<file path="src/rtl/core/pscst_pkg.sv">
// types and constants of the per-sender chunk sequence table
package pscst_pkg;

    localparam int TABLE_ENTRIES = 8;
    localparam int IDX_W = (TABLE_ENTRIES > 1) ? $clog2(TABLE_ENTRIES) : 1;
    localparam int ADDR_W = 32;
    localparam int PORT_W = 16;
    localparam int KEY_W = ADDR_W + PORT_W;
    localparam int CNT_W = 32;
    localparam int SLOT_W = 3;

    // result codes
    typedef enum logic [2:0] {
        ST_TABLE_FULL = 3'd0,
        ST_AHEAD      = 3'd1,
        ST_OLD_ACK    = 3'd2,
        ST_ACCEPTED   = 3'd3,
        ST_LAST_FREED = 3'd4
    } t_status;

    // sequencer states
    typedef enum logic [1:0] {
        S_IDLE,
        S_SCAN,
        S_UPDATE
    } t_state;

    // one datagram header word
    typedef struct packed {
        logic [ADDR_W-1:0]       src_addr;
        logic [PORT_W-1:0]       src_port;
        logic signed [CNT_W-1:0] chunk_number;
        logic                    last_chunk;
    } t_in;

    // one result word
    typedef struct packed {
        t_status                 status;
        logic [SLOT_W-1:0]       slot;
        logic signed [CNT_W-1:0] ack_chunk;
    } t_out;

    // one table entry held in memory
    typedef struct packed {
        logic [KEY_W-1:0] key;
        logic [CNT_W-1:0] count;
    } t_entry;

    // memory access request from the sequencer
    typedef struct packed {
        logic [IDX_W-1:0] rd_addr;
        logic             we;
        logic [IDX_W-1:0] wr_addr;
        t_entry           wr_data;
    } t_mem_req;

endpackage

</file>
<file path="src/rtl/core/pscst_mem.sv">
// key and count memory, one write port, one registered read port
module pscst_mem (
    input  logic                i_clk,
    input  pscst_pkg::t_mem_req i_req,
    output pscst_pkg::t_entry   o_rd_data
);

    pscst_pkg::t_entry r_mem [pscst_pkg::TABLE_ENTRIES];
    pscst_pkg::t_entry r_rd_data;

    // write port
    always_ff @(posedge i_clk) begin
        if (i_req.we) begin
            r_mem[i_req.wr_addr] <= i_req.wr_data;
        end
    end

    // read port, registered
    always_ff @(posedge i_clk) begin
        r_rd_data <= r_mem[i_req.rd_addr];
    end

    assign o_rd_data = r_rd_data;

endmodule

</file>
<file path="src/rtl/core/pscst_ctrl.sv">
// scan and update sequencer with slot free flags
module pscst_ctrl (
    input  logic                i_clk,
    input  logic                i_rst_n,
    input  logic                start,
    output logic                busy,
    input  pscst_pkg::t_in      i_in,
    output logic                o_strobe,
    output pscst_pkg::t_out     o_out,
    output pscst_pkg::t_mem_req o_req,
    input  pscst_pkg::t_entry   i_rd_data
);

    localparam logic [pscst_pkg::IDX_W-1:0] LAST_IDX =
        pscst_pkg::IDX_W'(pscst_pkg::TABLE_ENTRIES - 1);

    pscst_pkg::t_state r_state, n_state;

    pscst_pkg::t_in                  r_in, n_in;
    logic [pscst_pkg::IDX_W-1:0]     r_idx, n_idx;
    logic [pscst_pkg::TABLE_ENTRIES-1:0] r_free, n_free;
    logic                            r_found, n_found;
    logic [pscst_pkg::IDX_W-1:0]     r_hit_idx, n_hit_idx;
    logic                            r_free_any, n_free_any;
    logic [pscst_pkg::IDX_W-1:0]     r_free_idx, n_free_idx;
    logic [pscst_pkg::CNT_W-1:0]     r_count, n_count;
    logic                            r_strobe, n_strobe;
    pscst_pkg::t_out                 r_out, n_out;

    logic [pscst_pkg::IDX_W-1:0]     w_slot;
    logic                            w_full;
    logic [pscst_pkg::CNT_W:0]       w_next;
    logic [pscst_pkg::CNT_W:0]       w_chunk;
    logic                            w_ahead;
    logic                            w_equal;
    logic [pscst_pkg::KEY_W-1:0]     w_key;

    assign w_key = {r_in.src_addr, r_in.src_port};
    assign w_slot = r_found ? r_hit_idx : r_free_idx;
    assign w_full = !r_found && !r_free_any;

    // count+1 and chunk compared in one extra bit, so no wrap
    assign w_next = {r_count[pscst_pkg::CNT_W-1], r_count} + (pscst_pkg::CNT_W+1)'(1);
    assign w_chunk = {r_in.chunk_number[pscst_pkg::CNT_W-1], r_in.chunk_number};
    assign w_ahead = $signed(w_chunk) > $signed(w_next);
    assign w_equal = w_chunk == w_next;

    // state register
    always_ff @(posedge i_clk) begin
        if (!i_rst_n) begin
            r_state <= pscst_pkg::S_IDLE;
        end else begin
            r_state <= n_state;
        end
    end

    // control registers
    always_ff @(posedge i_clk) begin
        if (!i_rst_n) begin
            r_free   <= '1;
            r_strobe <= 1'b0;
        end else begin
            r_free   <= n_free;
            r_strobe <= n_strobe;
        end
    end

    // payload registers
    always_ff @(posedge i_clk) begin
        r_in       <= n_in;
        r_idx      <= n_idx;
        r_found    <= n_found;
        r_hit_idx  <= n_hit_idx;
        r_free_any <= n_free_any;
        r_free_idx <= n_free_idx;
        r_count    <= n_count;
        r_out      <= n_out;
    end

    // next state, scan and update
    always_comb begin
        n_state    = r_state;
        n_in       = r_in;
        n_idx      = r_idx;
        n_free     = r_free;
        n_found    = r_found;
        n_hit_idx  = r_hit_idx;
        n_free_any = r_free_any;
        n_free_idx = r_free_idx;
        n_count    = r_count;
        n_strobe   = 1'b0;
        n_out      = r_out;

        o_req.rd_addr         = r_idx + pscst_pkg::IDX_W'(1);
        o_req.we              = 1'b0;
        o_req.wr_addr         = w_slot;
        o_req.wr_data.key     = w_key;
        o_req.wr_data.count   = w_equal ? (r_count + pscst_pkg::CNT_W'(1)) : r_count;

        case (r_state)
            pscst_pkg::S_IDLE: begin
                // take a new word and read slot zero
                o_req.rd_addr = '0;
                if (start) begin
                    n_in       = i_in;
                    n_idx      = '0;
                    n_found    = 1'b0;
                    n_free_any = 1'b0;
                    n_free_idx = '0;
                    n_state    = pscst_pkg::S_SCAN;
                end
            end
            pscst_pkg::S_SCAN: begin
                // compare the slot whose entry just came out of memory
                if (!r_free[r_idx] && i_rd_data.key == w_key) begin
                    n_found   = 1'b1;
                    n_hit_idx = r_idx;
                    n_count   = i_rd_data.count;
                    n_state   = pscst_pkg::S_UPDATE;
                end else begin
                    if (r_free[r_idx]) begin
                        n_free_any = 1'b1;
                        n_free_idx = r_idx;
                    end
                    if (r_idx == LAST_IDX) begin
                        n_count = '0;
                        n_state = pscst_pkg::S_UPDATE;
                    end else begin
                        n_idx = r_idx + pscst_pkg::IDX_W'(1);
                    end
                end
            end
            pscst_pkg::S_UPDATE: begin
                // decide, write back and post the result
                n_strobe = 1'b1;
                n_state  = pscst_pkg::S_IDLE;
                if (w_full) begin
                    n_out.status    = pscst_pkg::ST_TABLE_FULL;
                    n_out.slot      = '0;
                    n_out.ack_chunk = '0;
                end else begin
                    o_req.we = !r_found || w_equal;
                    n_free[w_slot] = w_equal && r_in.last_chunk;
                    n_out.slot = pscst_pkg::SLOT_W'(w_slot);
                    if (w_ahead) begin
                        n_out.status    = pscst_pkg::ST_AHEAD;
                        n_out.ack_chunk = '0;
                    end else begin
                        n_out.ack_chunk = r_in.chunk_number;
                        if (w_equal) begin
                            n_out.status = r_in.last_chunk ? pscst_pkg::ST_LAST_FREED
                                                           : pscst_pkg::ST_ACCEPTED;
                        end else begin
                            n_out.status = pscst_pkg::ST_OLD_ACK;
                        end
                    end
                end
            end
            default: begin
                n_state = pscst_pkg::S_IDLE;
            end
        endcase
    end

    assign busy     = r_state != pscst_pkg::S_IDLE;
    assign o_strobe = r_strobe;
    assign o_out    = r_out;

endmodule

</file>
<file path="src/rtl/core/per_sender_chunk_sequence_table_top.sv">
// top level of the per-sender chunk sequence table
// a header word is taken only while idle; the sequencer then scans the memory one slot
// per cycle from slot zero, stopping at a key hit or after the last slot, then decides,
// updates the slot where needed and posts the result, taking no new word while busy
// reset: synchronous active low, frees every slot; the receiver cannot stall
module per_sender_chunk_sequence_table_top (
    input  logic            i_clk,
    input  logic            i_rst_n,
    input  logic            start,
    output logic            busy,
    input  pscst_pkg::t_in  i_in,
    output logic            o_strobe,
    output pscst_pkg::t_out o_out
);

    pscst_pkg::t_mem_req w_req;
    pscst_pkg::t_entry   w_rd_data;

    // sequencer
    pscst_ctrl u_ctrl (
        .i_clk     (i_clk),
        .i_rst_n   (i_rst_n),
        .start     (start),
        .busy      (busy),
        .i_in      (i_in),
        .o_strobe  (o_strobe),
        .o_out     (o_out),
        .o_req     (w_req),
        .i_rd_data (w_rd_data)
    );

    // key and count storage
    pscst_mem u_mem (
        .i_clk     (i_clk),
        .i_req     (w_req),
        .o_rd_data (w_rd_data)
    );

endmodule

</file>
<file path="config.mk">
export PLATFORM = sky130hd
export DESIGN_NAME = per_sender_chunk_sequence_table_top
export DESIGN_NICKNAME = d
export VERILOG_FILES = /design/src/rtl/core/pscst_pkg.sv /design/src/rtl/core/pscst_mem.sv /design/src/rtl/core/pscst_ctrl.sv /design/src/rtl/core/per_sender_chunk_sequence_table_top.sv
export SDC_FILE = /design/constraint.sdc
export NUM_CORES = 1
export LEC_CHECK = 0
export BUFFER_PORTS_ARGS = -buffer_cell sky130_fd_sc_hd__buf_4
export CAP_MARGIN = 15
export CORE_ASPECT_RATIO = 2
export CORE_MARGIN = 3
export CORE_UTILIZATION = 45
export CTS_CLUSTER_DIAMETER = 150
export DETAILED_ROUTE_END_ITERATION = 16
export GPL_ROUTABILITY_DRIVEN = 0
export REMOVE_ABC_BUFFERS = 1
export SETUP_SLACK_MARGIN = 0.2
export SLEW_MARGIN = 25
export SYNTH_ARGS = -nofsm -noshare
export SYNTH_HDL_FRONTEND = slang
export SYNTH_SLANG_ARGS = --single-unit
</file>
<file path="constraint.sdc">
create_clock -name i_clk -period 8.8 [get_ports i_clk]
set_input_delay 2.2 -clock i_clk [delete_from_list [all_inputs] [get_ports i_clk]]
set_output_delay 2.2 -clock i_clk [all_outputs]
set_load 0.02 [all_outputs]
</file>
==> results of run 1 <==
-- kinds of logic after synthesis --
family / Yosys count / synth area share [%]
buffers and inverters: 158 / 1.73
AO/OA/AOI/OAI: 345 / 5.64
AND/OR/NAND/NOR: 937 / 12.3
multiplexers: 83 / 2.72
flip-flops: 893 / 73.7
adder cells (fa/ha/maj): 32 / 1.14
XOR/XNOR: 109 / 2.75
-- layer usage --
metal / track usage [%] / share of wire, %
met2: 35.7 / 54
met3: 2.85 / 4.4
met1: 22.5 / 39
met4: 7.45 / 2.9
met5: 0 / 0
-- metrics by stage --
stage                     total power, uW  utilization [%]
final                                9070             51.6
after global routing                 9410             51.6
after CTS                            9170             51.6
after detailed placement             5710             48.2
after global placement               5690             48.2
after floorplan                      5440                -
-- cell usage in the layout, fill, tap and decap left out, types with 18 or more instances in the layout --
cell type and count:
nand3_1 287, and2_1 39, dfxtp_1 91, xor2_1 43, edfxtp_1 802, nand4_1 52, o21ai_0 207, o22ai_1 80
clkbuf_16 81, clkinv_2 20, xnor2_1 65, mux2_2 80, buf_4 142, clkbuf_1 18, ha_1 31, nor2_1 32
nand2_1 443
-- path summary, 6_finish.rpt --
check	slack [ns]	end	depth (start not counted)	startpoint
min reg2reg	0.50	u_ctrl.r_count[1]$_SDFFCE_PN0P_	1	u_mem.o_rd_data[1]$_DFF_P_
min	0.50	u_ctrl.r_count[1]$_SDFFCE_PN0P_	1	u_mem.o_rd_data[1]$_DFF_P_
max	1.75	u_mem.r_mem[2][42]$_DFFE_PP_	16	u_ctrl.r_count[11]$_SDFFCE_PN0P_
max reg2reg	1.75	u_mem.r_mem[2][42]$_DFFE_PP_	16	u_ctrl.r_count[11]$_SDFFCE_PN0P_
-- power by group through the flow --
stage | clock, uW | combinational (uW) | sequential (uW)
after floorplan | 0 | 536 | 4900
after global placement | 0 | 773 | 4920
after detailed placement | 0 | 788 | 4920
after CTS | 3550 | 791 | 4830
after global routing | 3700 | 865 | 4840
final | 3460 | 776 | 4830
-- flip-flops by register name (all words and copies together), names as in the netlist, 8 cells and up --
name,count
u_mem.r_mem,640
u_ctrl.o_out,38
u_ctrl.r_free,8
u_mem.o_rd_data,80
u_ctrl.r_count,32
u_ctrl.r_in,33
u_ctrl.o_req,48
-- area by class of cell --
type,count,area share (%)
sequential,893,64.9
multi-input combinational,1506,22.0
clock buffer,110,5.63
tap,1022,3.21
timing repair buffer,152,3.15
clock inverter,39,0.906
inverter,13,0.132
==> metrics, run 1 <==
fin area 0.0399 mm^2; fmax 142 MHz; pwr/cell area 227 mW/mm^2; slowest stage cell, crit path nor3_1; Antenna Nets Post-Route 0; Netlist cell types 63; CP Cell Sequence nand3_1 -> nor3_1 -> and4_1 -> nand4_1 -> nor2_1 -> nand3_1 -> xor2_1 -> ha_1 -> and4_1 -> nand4_1 -> or4_1 -> and3_4 -> or4_4 -> a21o_1 -> nor2_4 -> buf_4; ant diodes 0; Area growth syn-to-layout 13.5%; die area 0.0817 mm^2; share of cells above drive strength 1 14.6%; Worst Setup Path Type register to register; flops & latches, synth 893; top cells by area, synth edfxtp_1 69%, dfxtp_1 5.2%, nand2_1 4.8%, nand3_1 4.1%, o21ai_0 2.9%; Clock Pin Slew Worst Setup and Hold Paths 0.07 ns; global-route wire length before repair 123000 um; Slew @ Worst Pin 1.07 ns; Pint 6950 uW; Post-synth EDFFs 802; Worst slew margin 28.0%; final setup vio count 0; via/cell ratio 5.57; synth warn 0; routed len/inst 21.4 um; CTS Hold Bufs 0; Mapped Area 0.0352 mm^2; RSZ-0062 raised after global routing no; Chip Height 401 um; final hold vios 0; placed cell area 0.0373 mm^2; vias in the first global route 21500; core area 0.0773 mm^2; post-synth top area cell edfxtp_1; sw frac 23.4%; initial cell density of the core 45.5%; worst clock skew 0.0205 ns; Clock power frac 38.2%; leakage 0.0135 uW; asr flop ratio synth 0%; Place WS 1.80 ns; grt ovf 0; DP Cell Count 3586; Clock Latency Late Sink 0.65 ns; IO Count 124; footprint of the multi-input gates 0.00879 mm^2; predominant post-synthesis flop cell edfxtp_1; CTS Sinks 893; max cap viols 0; Syn Inst Count 2557; crit share post-route 80.1%; gr usage total 19.4%; TritonCTS clock tree built; Slew Viols, Final 0; Detailed Route Iter0 Violations 1265; FILL cells 6406; sequential area share after synthesis 73.7%; CP top delay family simple AND/OR/NAND/NOR gates; drt first pass iters 7; logic gate share of total power 8.6%; status finished clean; P_sw 2120 uW; Hold Path Class register to register; Synth top cells by count 802 x edfxtp_1, 445 x nand2_1, 287 x nand3_1; WP buf/inv 1; final worst slack 1.75 ns; Max Buffers Root-to-Sink 3; Vias 20800; post-cts sizing count 0; hold slack 0.501 ns; port bufs 123; Worst setup SP type register; cell with the most instances after synthesis edfxtp_1; initial antenna violation count 0; Clock Root Buffer clkbuf_16; nets 2762; FF/Latch Area 0.0259 mm^2; Arr. time, crit path 7.33 ns; Req. time, crit path 9.08 ns; share of the synthesized area in the top cell type 68.5%; row count 144; worst stage delay on the critical path 0.89 ns; VDD IR max 0.120 mV; Routed WL 79800 um; CP endpoint kind register; DRC Markers 0; H-tree levels 3; sequential share of power 53.3%; crit-path max FO 33; CTS buffer count 80; pin count of the biggest net entering global routing 169; Post-CTS Setup Repair Bufs 0; minimum clock period 7.05 ns; Sum Neg Setup Slack 0 ns; fin cells 3735; die width 204 um; Syn Area/Cell 13.7 um^2; dpl hpwl 44300 um
(Power assumes the default switching activity.)
==> inputs of run 2 (changes only) <==
clock period = 6.1 ns   (was 8.8 ns; I/O delays follow)
==> run 2 against run 1 <==
Sequential power rose by 44%; first-iteration DRC count rose by 13%; die area did not move; utilization rose by 1.0 points; clock skew fell by 0.00067 ns; cell count rose by 1.3%; critical path depth fell by 1; largest cell class unchanged.
==> metrics, run 2 (synthesis results as in run 1) <==
Place WS 0.458 ns; IO Count 124; crit path from u_ctrl.r_count[13]$_SDFFCE_PN0P_; die area 0.0817 mm^2; dpl hpwl 52400 um; Biggest register u_mem.r_mem; leakage 0.0138 uW; initial antenna violation count 0; Req. time, crit path 6.41 ns; fin cells 3784; worst clock skew 0.0199 ns; flop-to-flop setup slack 0.42 ns; reg-to-reg endpoint u_mem.r_mem[5][26]$_DFFE_PP_; Arr. time, crit path 5.99 ns; TritonCTS clock tree built; gr usage total 20.4%; Worst setup SP type register; port bufs 123; Worst Reg-to-Reg Cells 15; ant diodes 0; grt ovf 0; Critical path destination u_mem.r_mem[5][26]$_DFFE_PP_; Worst R2R Start u_ctrl.r_count[13]$_SDFFCE_PN0P_; core area 0.0773 mm^2; worst hold path startpoint u_mem.o_rd_data[30]$_DFF_P_; DRC Markers 0; Worst slew margin 36.2%; Clock Latency Late Sink 0.66 ns; Hold Path Class register to register; crit-path max FO 20; minimum clock period 5.68 ns; Clock Pin Slew Worst Setup and Hold Paths 0.07 ns; Chip Height 401 um; vias in the first global route 21700; drt first pass iters 6; routed len/inst 22.3 um; hold slack 0.503 ns; RSZ-0062 raised after global routing no; Area growth syn-to-layout 15.8%; crit share post-route 93.1%; DP Cell Count 3638; Routed WL 84300 um; max FFs per register 640; status finished clean; commonest non-fill, non-tap cell in the layout edfxtp_1; Clock Root Buffer clkbuf_16; Vias 21000; most frequent cells in the layout 802 x edfxtp_1, 443 x nand2_1, 287 x nand3_1; share of cells above drive strength 1 16.2%; die width 204 um; final setup vio count 0; Post-CTS Setup Repair Bufs 0; H-tree levels 3; pin count of the biggest net entering global routing 161; max cap viols 0; post-cts sizing count 0; CTS Hold Bufs 0; Detailed Route Iter0 Violations 1433; Slew @ Worst Pin 0.951 ns; pwr/cell area 329 mW/mm^2; Antenna Nets Post-Route 0; CTS buffer count 78; VDD IR max 0.222 mV; Worst Setup Path Type register to register; final hold vios 0; Slew Viols, Final 0; fmax 176 MHz; Max Buffers Root-to-Sink 3; initial cell density of the core 45.5%; CTS Sinks 893; row count 144; final worst slack 0.421 ns; global-route wire length before repair 128000 um; via/cell ratio 5.55; nets 2813; CP endpoint kind register
-- run 2: cell count changes in the layout (fill, tap and decap cells not counted), sizes merged --
cell      previous run  this run
clkbuf             110       101
bufinv               4        13
buf                152       204
inv                 17        16
clkinvlp             3         9
clkinv              28        20
-- run 2: cell type report --
class                   instances  area [um^2]
well taps                    1022         1280
inverters                      13         52.6
clock buffers                 100         2110
flip-flops and latches        893        25900
clock inverters                45          647
repair buffers                205         1910
fillers                      6320        36600
multi-input cells            1506         8800
-- run 2: stage by stage --
stage	TNS [ns]	total power, uW	util [%]	instance area, um^2
6_report	0	13400	52.6	40700
5_1_grt	0	13900	52.6	40700
4_1_cts	0	13600	52.6	40700
3_5_place_dp	0	8270	49.1	37900
3_3_place_gp	0	8240	49.0	37900
2_1_floorplan	-1788.78	7840	-	34600
-- run 2: worst min-delay path by stage --
stage | end | slack, ns | cells after the start
2_1_floorplan | u_ctrl.r_free[3]$_SDFFE_PN1P_ | 0.47 | 2
3_3_place_gp | u_ctrl.r_count[22]$_SDFFCE_PN0P_ | 0.49 | 1
3_5_place_dp | u_ctrl.r_count[30]$_SDFFCE_PN0P_ | 0.49 | 1
4_1_cts | u_ctrl.r_count[30]$_SDFFCE_PN0P_ | 0.50 | 1
5_1_grt | u_ctrl.r_count[1]$_SDFFCE_PN0P_ | 0.52 | 1
6_report | u_ctrl.r_count[30]$_SDFFCE_PN0P_ | 0.50 | 1
-- run 2: where the power goes --
part | switching [uW] | internal [uW]
sequential | 140 | 6830
combinational | 731 | 424
clock | 2240 | 3040
-- run 2: per-layer routing --
layer  GRT usage [%]  part of all wire, %  wire (um)
met4            7.89                  3.3       2760
met3            3.07                  4.0       3370
met5               0                    0          0
met2            38.0                   54      45900
met1            23.3                   38      32300
-- run 2: worst max-delay path: stages, from the launching register on --
cell and delay, ns:
edfxtp_1 0.46, nand3_1 0.21, or3_1 0.56, or3_1 0.39, nor2_1 0.31, and3_1 0.28, xnor2_1 0.09, ha_1 0.30
and4_1 0.23, nand4_1 0.17, or4_1 0.59, and3_4 0.24, or4_4 0.58, a21o_1 0.33, nor2_4 0.24, buf_4 0.34
==> inputs of run 3 (changes only) <==
CORE_UTILIZATION = 55   (was 45)
PLACE_DENSITY = 0.75   (was unset)
==> run 3 against run 2 <==
Cell count fell by 5.2%; clock power is 4.0% lower; largest cell class unchanged; non-clock buffer count up 39.
==> metrics, run 3 (synthesis results as in run 1) <==
status finished clean; Sum Neg Setup Slack 0 ns; Max Buffers Root-to-Sink 3; Worst R2R Start u_ctrl.r_count[13]$_SDFFCE_PN0P_; final setup vio count 0; vias in the first global route 22200; leakage 0.0140 uW; CP top delay family simple AND/OR/NAND/NOR gates; Worst path most repeated cell or3_1; hold path depth 1; flop-to-flop setup slack 0.40 ns; H-tree levels 3; Hold Path Class register to register; Chip Height 364 um; met3 Resource Use GR 3.57%; DRC Markers 0; worst hold path startpoint u_mem.o_rd_data[31]$_DFF_P_; post-cts sizing count 0; commonest non-fill, non-tap cell in the layout edfxtp_1; reg-to-reg endpoint u_mem.r_mem[3][34]$_DFFE_PP_; placed cell area 0.0382 mm^2; RSZ-0062 raised after global routing no; worst clock skew 0.0286 ns; Crit. path cell count 15; Worst Hold End u_ctrl.r_count[31]$_SDFFCE_PN0P_; Detailed Route Iter0 Violations 1921; routed len/inst 23.4 um; initial antenna violation count 0; gr usage total 24.7%; initial cell density of the core 55.7%; die width 185 um; Worst setup SP type register; Post-CTS Setup Repair Bufs 0; Top Usage Layer GRT met2; worst stage delay on the critical path 0.57 ns; TritonCTS clock tree built; Worst Setup Path Type register to register; crit-path max FO 24; met1 Resource Use GR 27.4%; Arr. time, crit path 5.99 ns; Vias 21800; pin count of the biggest net entering global routing 161; final hold vios 0; pwr/cell area 323 mW/mm^2; most frequent cells in the layout 802 x edfxtp_1, 443 x nand2_1, 287 x nand3_1; core area 0.0631 mm^2; Biggest register u_mem.r_mem; Clock Latency Late Sink 0.65 ns; max FFs per register 640; drt first pass iters 5; Antenna Nets Post-Route 0; dpl hpwl 53500 um; max cap viols 0; WP buf/inv 1; share of cells above drive strength 1 17.3%; final worst slack 0.403 ns; Req. time, crit path 6.40 ns; VDD IR max 0.210 mV; Routed WL 83800 um; Place WS 0.428 ns; port bufs 123; Slew @ Worst Pin 1.20 ns; Worst slew margin 19.4%; nets 2850; slowest stage cell, crit path or3_1; grt ovf 0; IO Count 124; crit path from u_ctrl.r_count[13]$_SDFFCE_PN0P_; CP endpoint kind register; crit share post-route 93.4%; row count 130; met2 Use GR 44.5%; CTS buffer count 76; Clock Pin Slew Worst Setup and Hold Paths 0.07 ns; CTS Hold Bufs 0; global-route wire length before repair 126000 um; via/cell ratio 6.09; CTS Sinks 893; Slew Viols, Final 0; Clock Root Buffer clkbuf_16; fin area 0.0408 mm^2; fmax 176 MHz; ant diodes 0; CP Cell Sequence nand3_1 -> or3_1 -> or3_1 -> nor2_1 -> and3_1 -> xnor2_1 -> ha_1 -> and4_1 -> nand4_1 -> or4_1 -> and3_4 -> or4_4 -> a21o_1 -> nor2_4 -> buf_4; Worst Reg-to-Reg Cells 15; Area growth syn-to-layout 16.2%; die area 0.0672 mm^2; minimum clock period 5.70 ns
==> run 3: final cells by class <==
class	count	area [um^2]
flip-flops and latches	893	25900
fillers	4373	22300
multi-input cells	1506	8790
repair buffers	244	2470
clock buffers	98	2050
well taps	792	991
clock inverters	43	578
inverters	13	51.3
==> run 3: metal layers <==
layer | vias to the layer above | part of all wire, %
met3 | 243 | 5.7
met2 | 934 | 53
li1 | 9853 | -
met5 | - | 0
met1 | 10800 | 35
met4 | 0 | 6.2
==> run 3: worst max-delay path by stage <==
stage / end / slack, ns
after floorplan: u_mem.o_rd_data[78]$_DFF_P_ / -5.65
after global placement: u_mem.r_mem[3][52]$_DFFE_PP_ / 0.50
after detailed placement: u_mem.r_mem[3][52]$_DFFE_PP_ / 0.43
after CTS: u_mem.r_mem[7][34]$_DFFE_PP_ / 0.41
after global routing: u_mem.r_mem[3][57]$_DFFE_PP_ / 0.20
final: u_mem.r_mem[3][34]$_DFFE_PP_ / 0.40
==> run 3: report_power, final <==
group | switching, uW | internal, uW
Sequential | 153 | 6830
Clock | 2240 | 2820
Combinational | 730 | 423
Total | 3130 | 10100
==> run 3: through the flow <==
stage	std cells	power [uW]	hold slack (ns)	utilization, %
after floorplan	2412	7840	0.471	-
after CTS	3587	13300	0.495	64.7
after global routing	3589	13600	0.515	64.7
final	3589	13200	0.492	64.7
after detailed placement	3446	8260	0.490	60.5
after global placement	3446	8220	0.484	60.5
